===== src/hw/rtl/obrb_pkg.sv =====
// Shared types and codes for the overwriting byte ring buffer.
`timescale 1ns / 1ps
`default_nettype none
package obrb_pkg;

  // Request codes as they arrive on req_type_i.
  localparam logic [2:0] REQ_WRITE   = 3'd0;
  localparam logic [2:0] REQ_READ    = 3'd1;
  localparam logic [2:0] REQ_PEEK    = 3'd2;
  localparam logic [2:0] REQ_DISCARD = 3'd3;
  localparam logic [2:0] REQ_CLEAR   = 3'd4;

  // Field widths fixed by the block's interface.
  localparam int unsigned CAP_W   = 9;
  localparam int unsigned BYTE_W  = 8;
  localparam int unsigned AMT_W   = 7;
  localparam int unsigned DROP_W  = 32;

  // Operation after classification in the front end.
  typedef enum logic [2:0] {
    OP_NOP,
    OP_WRITE,
    OP_READ,
    OP_PEEK,
    OP_DISCARD,
    OP_CLEAR
  } op_e;

  // One classified request as it travels through the command queue.
  typedef struct packed {
    op_e               op;
    logic [BYTE_W-1:0] data;
    logic [AMT_W-1:0]  amt;
  } cmd_t;

  // One result as driven onto the output ports.
  typedef struct packed {
    logic              strobe;
    logic              data_valid;
    logic              last;
    logic [AMT_W-1:0]  count;
    logic [CAP_W-1:0]  fill;
    logic [DROP_W-1:0] drop;
  } res_t;

endpackage
`default_nettype wire


===== src/hw/rtl/obrb_front.sv =====
// Front end: decodes and classifies incoming requests into queue commands.
`timescale 1ns / 1ps
`default_nettype none
module obrb_front #(
  parameter int unsigned MAX_BURST = 64
) (
  input  wire logic [2:0]  req_type_i,
  input  wire logic [7:0]  data_in_i,
  input  wire logic [6:0]  amount_i,
  input  wire logic        cap_zero_i,
  output obrb_pkg::cmd_t   cmd_o
);
  import obrb_pkg::*;

  localparam logic [AMT_W-1:0] BURST_LIM = AMT_W'(MAX_BURST);

  op_e op;

  // Map the request code to an operation; a disabled ring turns all into no-ops.
  always_comb begin
    case (req_type_i)
      REQ_WRITE:   op = OP_WRITE;
      REQ_READ:    op = OP_READ;
      REQ_PEEK:    op = OP_PEEK;
      REQ_DISCARD: op = OP_DISCARD;
      REQ_CLEAR:   op = OP_CLEAR;
      default:     op = OP_NOP;
    endcase
    if (cap_zero_i) begin
      op = OP_NOP;
    end
  end

  // Saturate the burst length to the largest supported burst.
  always_comb begin
    cmd_o.op   = op;
    cmd_o.data = data_in_i;
    cmd_o.amt  = (amount_i > BURST_LIM) ? BURST_LIM : amount_i;
  end

endmodule
`default_nettype wire


===== src/hw/rtl/obrb_queue.sv =====
// Two-entry command queue between the front end and the back end.
`timescale 1ns / 1ps
`default_nettype none
module obrb_queue (
  input  wire logic           clk_i,
  input  wire logic           rst_ni,
  input  wire logic           push_i,
  input  wire obrb_pkg::cmd_t push_cmd_i,
  output logic                full_o,
  output logic                valid_o,
  output obrb_pkg::cmd_t      cmd_o,
  input  wire logic           pop_i
);
  import obrb_pkg::*;

  cmd_t       slot_q [2];
  logic       wr_ptr_q, wr_ptr_d;
  logic       rd_ptr_q, rd_ptr_d;
  logic [1:0] cnt_q, cnt_d;

  assign full_o  = (cnt_q == 2'd2);
  assign valid_o = (cnt_q != 2'd0);
  assign cmd_o   = slot_q[rd_ptr_q];

  // Pointer and occupancy update; a push and a pop may share a cycle.
  always_comb begin
    wr_ptr_d = push_i ? ~wr_ptr_q : wr_ptr_q;
    rd_ptr_d = pop_i ? ~rd_ptr_q : rd_ptr_q;
    cnt_d    = cnt_q;
    if (push_i && !pop_i) begin
      cnt_d = cnt_q + 2'd1;
    end else if (pop_i && !push_i) begin
      cnt_d = cnt_q - 2'd1;
    end
  end

  always_ff @(posedge clk_i or negedge rst_ni) begin
    if (!rst_ni) begin
      wr_ptr_q <= 1'b0;
      rd_ptr_q <= 1'b0;
      cnt_q    <= 2'd0;
    end else begin
      wr_ptr_q <= wr_ptr_d;
      rd_ptr_q <= rd_ptr_d;
      cnt_q    <= cnt_d;
    end
  end

  // Entry storage holds payload only.
  always_ff @(posedge clk_i) begin
    if (push_i) begin
      slot_q[wr_ptr_q] <= push_cmd_i;
    end
  end

endmodule
`default_nettype wire


===== src/hw/rtl/obrb_back.sv =====
// Back end: ring state, byte memory and result generation.
`timescale 1ns / 1ps
`default_nettype none
module obrb_back #(
  parameter int unsigned DEPTH = 256
) (
  input  wire logic           clk_i,
  input  wire logic           rst_ni,
  input  wire logic           clear_i,
  input  wire logic [8:0]     cap_i,
  input  wire logic           cmd_valid_i,
  input  wire obrb_pkg::cmd_t cmd_i,
  output logic                cmd_pop_o,
  output obrb_pkg::res_t      res_o,
  output logic [7:0]          data_byte_o
);
  import obrb_pkg::*;

  localparam int unsigned AW = $clog2(DEPTH);
  // Sum width for index arithmetic; indices stay below the capacity.
  localparam int unsigned SW = ((AW > CAP_W) ? AW : CAP_W) + 1;

  localparam logic ST_IDLE   = 1'b0;
  localparam logic ST_STREAM = 1'b1;

  logic [BYTE_W-1:0] mem_q [DEPTH];
  logic [BYTE_W-1:0] rdata_q;

  logic              st_q, st_d;
  logic [AW-1:0]     head_q, head_d;
  logic [AW-1:0]     tail_q, tail_d;
  logic [AW-1:0]     rd_idx_q, rd_idx_d;
  logic [CAP_W-1:0]  fill_q, fill_d;
  logic [DROP_W-1:0] drop_q, drop_d;
  logic [AMT_W-1:0]  remain_q, remain_d;
  logic [AMT_W-1:0]  cnt_q, cnt_d;
  res_t              res_q, res_d;

  logic [AMT_W-1:0]  n;
  logic [SW-1:0]     cap_ext;
  logic [SW-1:0]     head_sum;
  logic [AW-1:0]     head_adv;
  logic [AW-1:0]     head_inc;
  logic [AW-1:0]     tail_inc;
  logic [AW-1:0]     rd_inc;
  logic              wr_en;
  logic              rd_en;
  logic              full;

  // Bytes a read, peek or discard can take: the smaller of fill and burst.
  assign n = (fill_q < {{(CAP_W-AMT_W){1'b0}}, cmd_i.amt}) ? fill_q[AMT_W-1:0] : cmd_i.amt;

  // Index steps wrap at the capacity; a sum stays below twice the capacity.
  assign cap_ext  = SW'(cap_i);
  assign head_sum = SW'(head_q) + SW'(n);
  assign head_adv = (head_sum >= cap_ext) ? AW'(head_sum - cap_ext) : AW'(head_sum);
  assign head_inc = (SW'(head_q) + SW'(1) == cap_ext) ? '0 : head_q + AW'(1);
  assign tail_inc = (SW'(tail_q) + SW'(1) == cap_ext) ? '0 : tail_q + AW'(1);
  assign rd_inc   = (SW'(rd_idx_q) + SW'(1) == cap_ext) ? '0 : rd_idx_q + AW'(1);
  assign full     = (fill_q >= cap_i);

  assign cmd_pop_o = cmd_valid_i && (st_q == ST_IDLE);

  // Execute one command per idle cycle, or stream one byte per cycle.
  always_comb begin
    st_d     = st_q;
    head_d   = head_q;
    tail_d   = tail_q;
    rd_idx_d = rd_idx_q;
    fill_d   = fill_q;
    drop_d   = drop_q;
    remain_d = remain_q;
    cnt_d    = cnt_q;
    wr_en    = 1'b0;
    rd_en    = 1'b0;
    res_d    = '0;

    case (st_q)
      ST_IDLE: begin
        if (cmd_pop_o) begin
          res_d.strobe = 1'b1;
          res_d.last   = 1'b1;
          case (cmd_i.op)
            OP_WRITE: begin
              wr_en  = 1'b1;
              tail_d = tail_inc;
              if (full) begin
                // Oldest byte is overwritten and counted as dropped.
                head_d = head_inc;
                if (drop_q != '1) begin
                  drop_d = drop_q + DROP_W'(1);
                end
              end else begin
                fill_d = fill_q + CAP_W'(1);
              end
              res_d.count = AMT_W'(1);
            end
            OP_CLEAR: begin
              head_d = '0;
              tail_d = '0;
              fill_d = '0;
              drop_d = '0;
            end
            OP_DISCARD: begin
              head_d      = head_adv;
              fill_d      = fill_q - CAP_W'(n);
              res_d.count = n;
            end
            OP_READ, OP_PEEK: begin
              if (n != '0) begin
                // The byte results come from the stream state.
                res_d.strobe = 1'b0;
                st_d         = ST_STREAM;
                rd_idx_d     = head_q;
                remain_d     = n;
                cnt_d        = n;
                if (cmd_i.op == OP_READ) begin
                  head_d = head_adv;
                  fill_d = fill_q - CAP_W'(n);
                end
              end
            end
            default: begin
            end
          endcase
          res_d.fill = fill_d;
          res_d.drop = drop_d;
        end
      end
      ST_STREAM: begin
        rd_en            = 1'b1;
        rd_idx_d         = rd_inc;
        remain_d         = remain_q - AMT_W'(1);
        res_d.strobe     = 1'b1;
        res_d.data_valid = 1'b1;
        res_d.last       = (remain_q == AMT_W'(1));
        res_d.count      = cnt_q;
        res_d.fill       = fill_q;
        res_d.drop       = drop_q;
        if (remain_q == AMT_W'(1)) begin
          st_d = ST_IDLE;
        end
      end
      default: begin
        st_d = ST_IDLE;
      end
    endcase

    // A capacity write empties the ring.
    if (clear_i) begin
      st_d   = ST_IDLE;
      head_d = '0;
      tail_d = '0;
      fill_d = '0;
      drop_d = '0;
    end
  end

  always_ff @(posedge clk_i or negedge rst_ni) begin
    if (!rst_ni) begin
      st_q     <= ST_IDLE;
      head_q   <= '0;
      tail_q   <= '0;
      rd_idx_q <= '0;
      fill_q   <= '0;
      drop_q   <= '0;
      remain_q <= '0;
      cnt_q    <= '0;
      res_q    <= '0;
    end else begin
      st_q     <= st_d;
      head_q   <= head_d;
      tail_q   <= tail_d;
      rd_idx_q <= rd_idx_d;
      fill_q   <= fill_d;
      drop_q   <= drop_d;
      remain_q <= remain_d;
      cnt_q    <= cnt_d;
      res_q    <= res_d;
    end
  end

  // Byte memory with a registered read port.
  always_ff @(posedge clk_i) begin
    if (wr_en) begin
      mem_q[tail_q] <= cmd_i.data;
    end
  end

  always_ff @(posedge clk_i) begin
    if (rd_en) begin
      rdata_q <= mem_q[rd_idx_q];
    end
  end

  assign res_o       = res_q;
  assign data_byte_o = res_q.data_valid ? rdata_q : '0;

endmodule
`default_nettype wire


===== src/hw/rtl/overwriting_byte_ring_buffer_core.sv =====
// Top level of the overwriting byte ring buffer.
//
// Requests enter on start/busy: a request transfers at a rising edge with start
// high and busy low. The front end classifies it and places it in a two-entry
// command queue; busy is high only while that queue is full.
// Results leave on result_strobe_o, one per cycle at most, and the receiver
// cannot stall them. A read or peek of n > 0 bytes yields n byte results on
// consecutive cycles after a back-end dispatch step; any other request yields
// one registered result. Throughput: one single-result request per cycle while
// the back end is idle; a read or peek of n bytes holds the back end for a
// dispatch step, then one byte per cycle on the single memory read port. The
// capacity register must be written through cfg_we_i/cfg_wdata_i only while
// the block is idle, which the block does not enforce; each write empties the
// ring and zeroes the drop count. Reset empties the ring, zeroes the drop count
// and sets the capacity to CAP_MAX. The byte memory is not cleared; only bytes
// inside the fill level are read.
`timescale 1ns / 1ps
`default_nettype none
module overwriting_byte_ring_buffer_core #(
  parameter int unsigned DEPTH     = 256,
  parameter int unsigned MAX_BURST = 64
) (
  input  wire logic        clk_i,
  input  wire logic        rst_ni,
  input  wire logic        start,
  output logic             busy,
  input  wire logic [2:0]  req_type_i,
  input  wire logic [7:0]  data_in_i,
  input  wire logic [6:0]  amount_i,
  input  wire logic        cfg_we_i,
  input  wire logic [8:0]  cfg_wdata_i,
  output logic             result_strobe_o,
  output logic [7:0]       data_byte_o,
  output logic             data_valid_o,
  output logic             last_byte_o,
  output logic [6:0]       count_done_o,
  output logic [8:0]       fill_level_o,
  output logic [31:0]      dropped_total_o
);
  import obrb_pkg::*;

  // Largest usable capacity that the register and the memory both allow.
  localparam int unsigned CAP_LIM = (DEPTH < 511) ? DEPTH : 511;
  localparam logic [CAP_W-1:0] CAP_MAX = CAP_W'(CAP_LIM);

  logic [CAP_W-1:0] cap_q, cap_d;
  cmd_t             front_cmd;
  cmd_t             queue_cmd;
  logic             queue_full;
  logic             queue_valid;
  logic             queue_pop;
  logic             push;
  res_t             res;

  assign push = start && !busy;
  assign busy = queue_full;

  // Capacity register, saturated to the largest usable capacity when written.
  assign cap_d = (cfg_wdata_i > CAP_MAX) ? CAP_MAX : cfg_wdata_i;

  always_ff @(posedge clk_i or negedge rst_ni) begin
    if (!rst_ni) begin
      cap_q <= CAP_MAX;
    end else if (cfg_we_i) begin
      cap_q <= cap_d;
    end
  end

  obrb_front #(
    .MAX_BURST (MAX_BURST)
  ) u_front (
    .req_type_i (req_type_i),
    .data_in_i  (data_in_i),
    .amount_i   (amount_i),
    .cap_zero_i (cap_q == '0),
    .cmd_o      (front_cmd)
  );

  obrb_queue u_queue (
    .clk_i      (clk_i),
    .rst_ni     (rst_ni),
    .push_i     (push),
    .push_cmd_i (front_cmd),
    .full_o     (queue_full),
    .valid_o    (queue_valid),
    .cmd_o      (queue_cmd),
    .pop_i      (queue_pop)
  );

  obrb_back #(
    .DEPTH (DEPTH)
  ) u_back (
    .clk_i       (clk_i),
    .rst_ni      (rst_ni),
    .clear_i     (cfg_we_i),
    .cap_i       (cap_q),
    .cmd_valid_i (queue_valid),
    .cmd_i       (queue_cmd),
    .cmd_pop_o   (queue_pop),
    .res_o       (res),
    .data_byte_o (data_byte_o)
  );

  // Result ports.
  assign result_strobe_o = res.strobe;
  assign data_valid_o    = res.data_valid;
  assign last_byte_o     = res.last;
  assign count_done_o    = res.count;
  assign fill_level_o    = res.fill;
  assign dropped_total_o = res.drop;

endmodule
`default_nettype wire

===== config.mk =====
export PLATFORM = sky130hd
export DESIGN_NAME = overwriting_byte_ring_buffer_core
export DESIGN_NICKNAME = d
export VERILOG_FILES = /design/src/hw/rtl/obrb_pkg.sv /design/src/hw/rtl/obrb_front.sv /design/src/hw/rtl/obrb_queue.sv /design/src/hw/rtl/obrb_back.sv /design/src/hw/rtl/overwriting_byte_ring_buffer_core.sv
export SDC_FILE = /design/constraint.sdc
export NUM_CORES = 2
export LEC_CHECK = 0
export ABC_AREA = 1
export ABC_CLOCK_PERIOD_IN_PS = 4510
export BUFFER_PORTS_ARGS = -buffer_cell sky130_fd_sc_hd__buf_4
export CAP_MARGIN = 10
export CORE_MARGIN = 3
export CORE_UTILIZATION = 45
export DETAILED_ROUTE_END_ITERATION = 16
export PLACE_DENSITY_LB_ADDON = 0.08
export REMOVE_ABC_BUFFERS = 1
export SYNTH_ARGS = -nofsm -noshare
export SYNTH_HDL_FRONTEND = slang
export SYNTH_HIERARCHICAL = 1
export SYNTH_SLANG_ARGS = --single-unit
export TNS_END_PERCENT = 5

===== constraint.sdc =====
create_clock -name clk_i -period 4.51 [get_ports clk_i]
set_input_delay 0.451 -clock clk_i [delete_from_list [all_inputs] [get_ports clk_i]]
set_output_delay 0.451 -clock clk_i [all_outputs]
set_load 0.005 [all_outputs]

* Word-level counts from Yosys, hierarchy flattened *
Memory sizes are Yosys's and may differ from the RTL's. A register that Yosys moved wholly into a read port is not among the register bits.
Cells that the tools add are included.
W data, S select, Z words.

storage, ports and cells
  register bits = 144
  bits in writable memories = 2,084
  bits of input ports = 31
  output and inout bits = 60
  word-level logic and storage cells = 150
  memories kept = 2

memories
  name            depth  bits a word  read ports  clocked after memory_dff  write ports  RTL line          source
  u_back.mem_q    256    8            1           1                         1            obrb_back.sv:26   logic [BYTE_W-1:0] mem_q [DEPTH];
  u_queue.slot_q  2      18           1           0                         1            obrb_queue.sv:16  cmd_t slot_q [2];

cells by class
  $add $sub $neg = 14
  $lt $le $gt $ge = 5
  equality and inequality tests = 22
  muxes and demuxes = 65
  bitwise gates (word level) = 3
  reductions and logical operators = 21

operator list
  operator                 count
  $mux W32                 5
  $mux W8                  17
  $pmux W49 S2             1
  $pmux W32 S2             1
  $mux W9                  7
  $mux W49                 1
  $pmux W9 S4              1
  $mux W7                  5
  $add A32 B1 Y32 const B  1
  $ne A32 B32 Y1 const B   1
  $pmux W8 S2              2
  $pmux W8 S4              1
  $pmux W7 S2              2
  $add A8 B1 Y9 const B    3
  $eq A9 B9 Y1             3
  $add A8 B1 Y8 const B    3
  $ge A9 B9 Y1             2
  $mux W1                  16
  $pmux W3 S5              1
  $eq A3 B2 Y1 const B     4
  $add A8 B7 Y9            1
  $add A9 B1 Y9 const B    1
  $eq A3 B3 Y1 const B     3
  $gt A9 B9 Y1 const B     1
  29 further kinds         47

* Longest topological paths before layout *
An unclocked memory read counts as a cell.

  depth in word-level cells = 12
  gate-level depth with buffers = 37
  gate-level depth less buffers = 35

* Cells and area by module *
Netlist, hierarchy kept.

modules (own cells, without submodules)
  module                             times used  cells an instance  area each (um^2)  sequential area each (um^2)
  obrb_back                          1           7,496              91,278.8          65,017.4
  obrb_queue                         1           81                 1,555.2           1,181.1
  overwriting_byte_ring_buffer_core  1           68                 474.2             226.5
  obrb_front                         1           35                 188.9             0.0

* Worst setup path after synthesis *
OpenSTA, ideal clock, no wires.

  path type = flip-flop to flip-flop
  start point = register u_queue.rd_ptr_q
  end point = register u_back.head_q[1]
  setup time = 0.127 ns
  arrival = 4.820 ns
  required time = 4.383 ns
  path slack = -0.437 ns
  cell stages (with the launch flop) = 33
  path buffers = 2
  clock period less this slack = 4.947 ns
  cell sequence = dfrtp_1 > buf_6 > buf_12 > mux2_4 > inv_1 > ha_1 > a21o_1 > nor2_4 > nand3_4 > o21ai_2 > ha_1 > inv_1 > fa_1 > nor2_1 > o21ai_0 > nand2_1 > a21oi_1 > o21ai_0 > xor2_1 > inv_1 > ha_1 > nand2_1 > inv_1 > nand4_1 > nand3_1 > nand2_1 > nand2_1 > a21oi_2 > inv_1 > nor2_1 > o21ai_0 > nand2_1 > o21ai_0

RTL lines
  item                      RTL line          source
  start: declaration        obrb_queue.sv:18  logic rd_ptr_q, rd_ptr_d;
  start signal: assignment  obrb_queue.sv:44  rd_ptr_q <= rd_ptr_d;
  end signal: assignment    obrb_back.sv:162  head_q <= '0;
  end signal: assignment    obrb_back.sv:172  head_q <= head_d;
  end: declaration          obrb_back.sv:30   logic [AW-1:0] head_q, head_d;

==> implementation parameters <==
Parameter                              Value

Outcome
  Run status ... complete, but fails checks
  Violated checks ... setup timing

Yosys
  Count of flip-flops with a built-in enable after synthesis ... 2,092
  Leading area contributor after synthesis ... sky130_fd_sc_hd__edfxtp_1
  Cell count after synthesis ... 7,680
  Dominant register cell in the synthesized netlist ... sky130_fd_sc_hd__edfxtp_1
  Largest cells by area after synthesis ... sky130_fd_sc_hd__edfxtp_1 67%, sky130_fd_sc_hd__nand2_1 5.1%, sky130_fd_sc_hd__o21ai_0 4.1%
  Synth async-reset ratio ... 0.06440
  Flip-flop and latch count after synthesis ... 2,236
  Cell with the most instances after synthesis ... sky130_fd_sc_hd__edfxtp_1
  Area share of xor/xnor cells in the synthesized design ... 0.005152
  Per-instance average area after synthesis ... 12.17 sq um
  Synthesized area ... 93,500 sq um
  Adder and majority gate portion of the synthesized area ... 0.007333
  Share of the synthesized area in the top cell type ... 0.6719
  Sequential-to-total area share from yosys stat ... 0.7104
  Synth Area in Compound Gates ... 0.1005
  Number of distinct library cell variants in the gate-level netlist after synthesis ... 60
  Commonest cells in the netlist ... 2,092 x sky130_fd_sc_hd__edfxtp_1, 1,258 x sky130_fd_sc_hd__nand2_1, 1,023 x sky130_fd_sc_hd__nor2_1
  Largest family of logic cells by synthesized area ... simple AND/OR/NAND/NOR gates
  Synth Warn # ... 6
  Basic-gate share of the synthesized area counting and, or, nand and nor cells ... 0.1200
  Share of cell area taken by muxes after synthesis ... 0.02480

Worst setup path
  CP Capture Type ... flop
  Number of cells on the worst reg-to-reg path ... 10
  Kind of cell adding the most delay to the critical path ... simple AND/OR/NAND/NOR gates
  Delay of the slowest critical-path stage ... 800 ps
  Path length in cells of the critical path ... 10
  Worst setup path class ... flop to flop
  Element type at the critical path start ... flop
  CP max-delay cell ... sky130_fd_sc_hd__nor2_1
  CP arrival ... 5110 ps
  Crit path required time ... 4990 ps
  Worst setup path endpoint ... u_back/mem_q[68][7]$_DFFE_PP_
  Critical Path Most Common Cell ... sky130_fd_sc_hd__nand2_1
  Buffering stage count on the worst path with inverters included ... 3
  Critical R2R Launch ... u_queue/rd_ptr_q$_DFFE_PN0P_
  Timing startpoint of the critical path ... u_queue/rd_ptr_q$_DFFE_PN0P_
  R2r setup slk ... -120 ps
  Worst r2r dst ... u_back/mem_q[68][7]$_DFFE_PP_
  Series of cell instances along the critical path ... buf_12, buf_6, mux2_2, nor2_2, nand2_1, nor2_4, inv_1, nor3_2, nand2_1, nor2_1
  Maximum fanout encountered on the critical timing path ... 16

Timing
  Setup repair after global routing missed its margin ... true
  Least-Margin Pin Slew ... 1228 ps
  Max Transition Viols Final ... 0
  Setup clock skew after layout ... 55.62 ps
  Crit path time final ... 4631 ps
  Final hold violation count ... 0
  Relative slew margins ... 0.1781
  Achievable frequency ... 215.9 MHz
  Share of the clock period used by the worst path ... 1.027
  Final setup vio count ... 183
  Sum of negative setup slack ... -10,040 ps
  Setup ws final ... -120.8 ps

Floorplanning
  Floorplan die area ... 213,300 sq um
  Die Ht ... 461.8 um
  Number of placed I/O pins ... 91
  Floorplan row count ... 166
  Area of the core region ... 205,600 sq um
  Die X-Extent ... 461.8 um
  Starting Density ... 0.4547

Cells and area
  Fillers ... 17,860
  Total non-filler cell area in the finished layout ... 105,900 sq um
  Layout Cells excl Fill ... 10,680
  Sequential cell area in the final layout ... 66,450 sq um
  Area occupied by multi-input gates ... 24,690 sq um
  Net total in the final layout ... 7,868
  Synth-to-layout area growth ... 13.28%
  Fraction of final layout cells sized beyond drive strength 1 ... 0.1090

Place
  Total of buffers placed on input and output ports ... 90
  GPL Wtd Cong ... 0.8916
  Area after DPL ... 97,850 sq um
  Placed Cells incl. Taps ... 10,200
  Dpl hpwl ... 164,700 um

Routing
  Detailed-route via count ... 61,590
  Post-route DRC ... 0
  Detailed Route WL ... 277,600 um
  Post-route antenna net violation count ... 0
  Number of detailed-route iterations in the first pass ... 6
  Per-cell routed wire length ... 26.00 um
  Detailed-route vias per instance ... 5.770
  Number of DRC markers after the initial detailed-route iteration ... 6,311

Clocking
  Clock tree from TritonCTS ... built
  Max Root-Sink Buffers ... 3
  Cell chosen for the clock root ... sky130_fd_sc_hd__clkbuf_16
  Total number of H-tree levels ... 4
  Number of clock sinks ... 2,236
  Number of buffers created by CTS ... 232
  Clock Pin Slew Worst Setup and Hold Paths ... 60 ps
  Clock insertion delay at the later pin of the skew report ... 870 ps

Flow run
  Max-cap check violation count ... 0

Hold path
  Path category of the worst min-delay check ... input pin to flop

Power and ir drop
  Max rail drop VDD ... 0.4449 mV
  Leak Pwr ... 36.65 nW
  Power density over the cells ... 591.4 nW/um^2

GRT
  Pin count of the biggest net entering global routing ... 127
  Global-route usage over all layers ... 0.2569
  Initial antenna violation count ... 8
  Vias in the first global route ... 60,330
  Global-route wire length before repair ... 406,100 um
  Overflow after GRT ... 0
final cells by class:
class / count / area share
sequential: 2236 / 0.6273
clock buffer: 286 / 0.05742
antenna: 7 / 0.0001654
multi-input combinational: 4746 / 0.2331
inverter: 208 / 0.007726
tap: 2688 / 0.03175
timing repair buffer: 360 / 0.03132
clock inverter: 144 / 0.01120
sequential cells by signal (all words and copies together) (netlist names):
register          cells
u_back/remain_q       7
u_back/rdata_q        8
u_back/mem_q       2048
cap_q                 9
u_back/res_o         51
u_queue/slot_q       36
u_back/rd_idx_q       8
u_queue/rd_ptr_q      1
u_back/head_q         8
u_queue/wr_ptr_q      1
u_queue/cnt_q         2
u_back/st_q           1
u_back/cnt_q          7
u_back/fill_q         9
u_back/drop_q        32
u_back/tail_q         8
worst min path at each step:
stage                                  from                              end  depth (start not counted)
2_1_floorplan                        rst_ni             cap_q[0]$_DFFE_PN0P_                          0
3_3_place_gp   u_queue/cnt_q[1]$_DFFE_PN0P_     u_queue/cnt_q[1]$_DFFE_PN0P_                          2
6_report                      req_type_i[2]  u_queue/slot_q[0][17]$_DFFE_PP_                          4
3_5_place_dp   u_queue/cnt_q[1]$_DFFE_PN0P_     u_queue/cnt_q[1]$_DFFE_PN0P_                          2
4_1_cts                       req_type_i[2]  u_queue/slot_q[0][17]$_DFFE_PP_                          4
5_1_grt                       req_type_i[2]  u_queue/slot_q[0][16]$_DFFE_PP_                          3
power breakdown:
part	switching [mW]	internal, mW
Sequential	0.500	25.6
Clock	7.98	10.4
Combinational	12.8	5.34
Total	21.3	41.3
logic make-up (layout without fill, tap and decap cells):
logic type | after synthesis | after routing
other cells | 0 | 7
xor+xnor | 55 | 55
fa+ha+maj | 53 | 53
compound gates | 1655 | 1655
flops | 2236 | 2236
buf+inv | 698 | 998
mux | 226 | 226
simple gates | 2757 | 2757
per-layer routing:
layer	vias up	wire length, um	track usage
met4	0	8758	0.08093
met1	31140	121200	0.3654
met5	-	0	0
met2	2006	129500	0.4078
met3	416	18090	0.03961
li1	28030	-	-
worst min-delay path: cells and delay by family:
| family | cells | cell delay (ps) |
|---|---|---|
| simple gates | 2 | 160 |
| buf+inv | 2 | 120 |
placed cells by master, fill, tap and decap left out, types with 47 or more instances in the layout:
| master | count |
|---|---|
| sky130_fd_sc_hd__clkbuf_16 | 235 |
| sky130_fd_sc_hd__edfxtp_1 | 2092 |
| sky130_fd_sc_hd__o21ai_0 | 755 |
| sky130_fd_sc_hd__nor2_1 | 983 |
| sky130_fd_sc_hd__a21oi_1 | 274 |
| sky130_fd_sc_hd__clkinv_1 | 55 |
| sky130_fd_sc_hd__o211ai_1 | 222 |
| sky130_fd_sc_hd__buf_4 | 282 |
| sky130_fd_sc_hd__clkbuf_1 | 50 |
| sky130_fd_sc_hd__o22ai_1 | 335 |
| sky130_fd_sc_hd__nand2_1 | 1233 |
| sky130_fd_sc_hd__nor2_2 | 47 |
| sky130_fd_sc_hd__clkinv_2 | 55 |
| sky130_fd_sc_hd__nand3_1 | 324 |
| sky130_fd_sc_hd__dfrtp_1 | 137 |
| sky130_fd_sc_hd__inv_1 | 187 |
| sky130_fd_sc_hd__mux2i_1 | 208 |
metrics by stage:
step | util | hold WS [ps] | worst slack, ps | total power [mW]
after floorplan | - | 155.4 | -48020 | 37.03
after global placement | 0.4758 | 454.2 | -601.9 | 43.83
after detailed placement | 0.4758 | 473.7 | -769.3 | 43.85
after CTS | 0.5134 | 8.730 | -194.8 | 62.45
after global routing | 0.5151 | 61.92 | -303.9 | 65.50
final | 0.5151 | 86.01 | -120.8 | 62.64
what timing repair did:
item,CTS,global route
setup buffers,3,4
hold buffers,30,0
hold endpoints to repair,111,0
pin swaps,12,27
gates cloned,0,0
setup endpoints to repair,819,891
gates resized for setup,46,87
No activity file was read; power rests on OpenSTA's default activity.
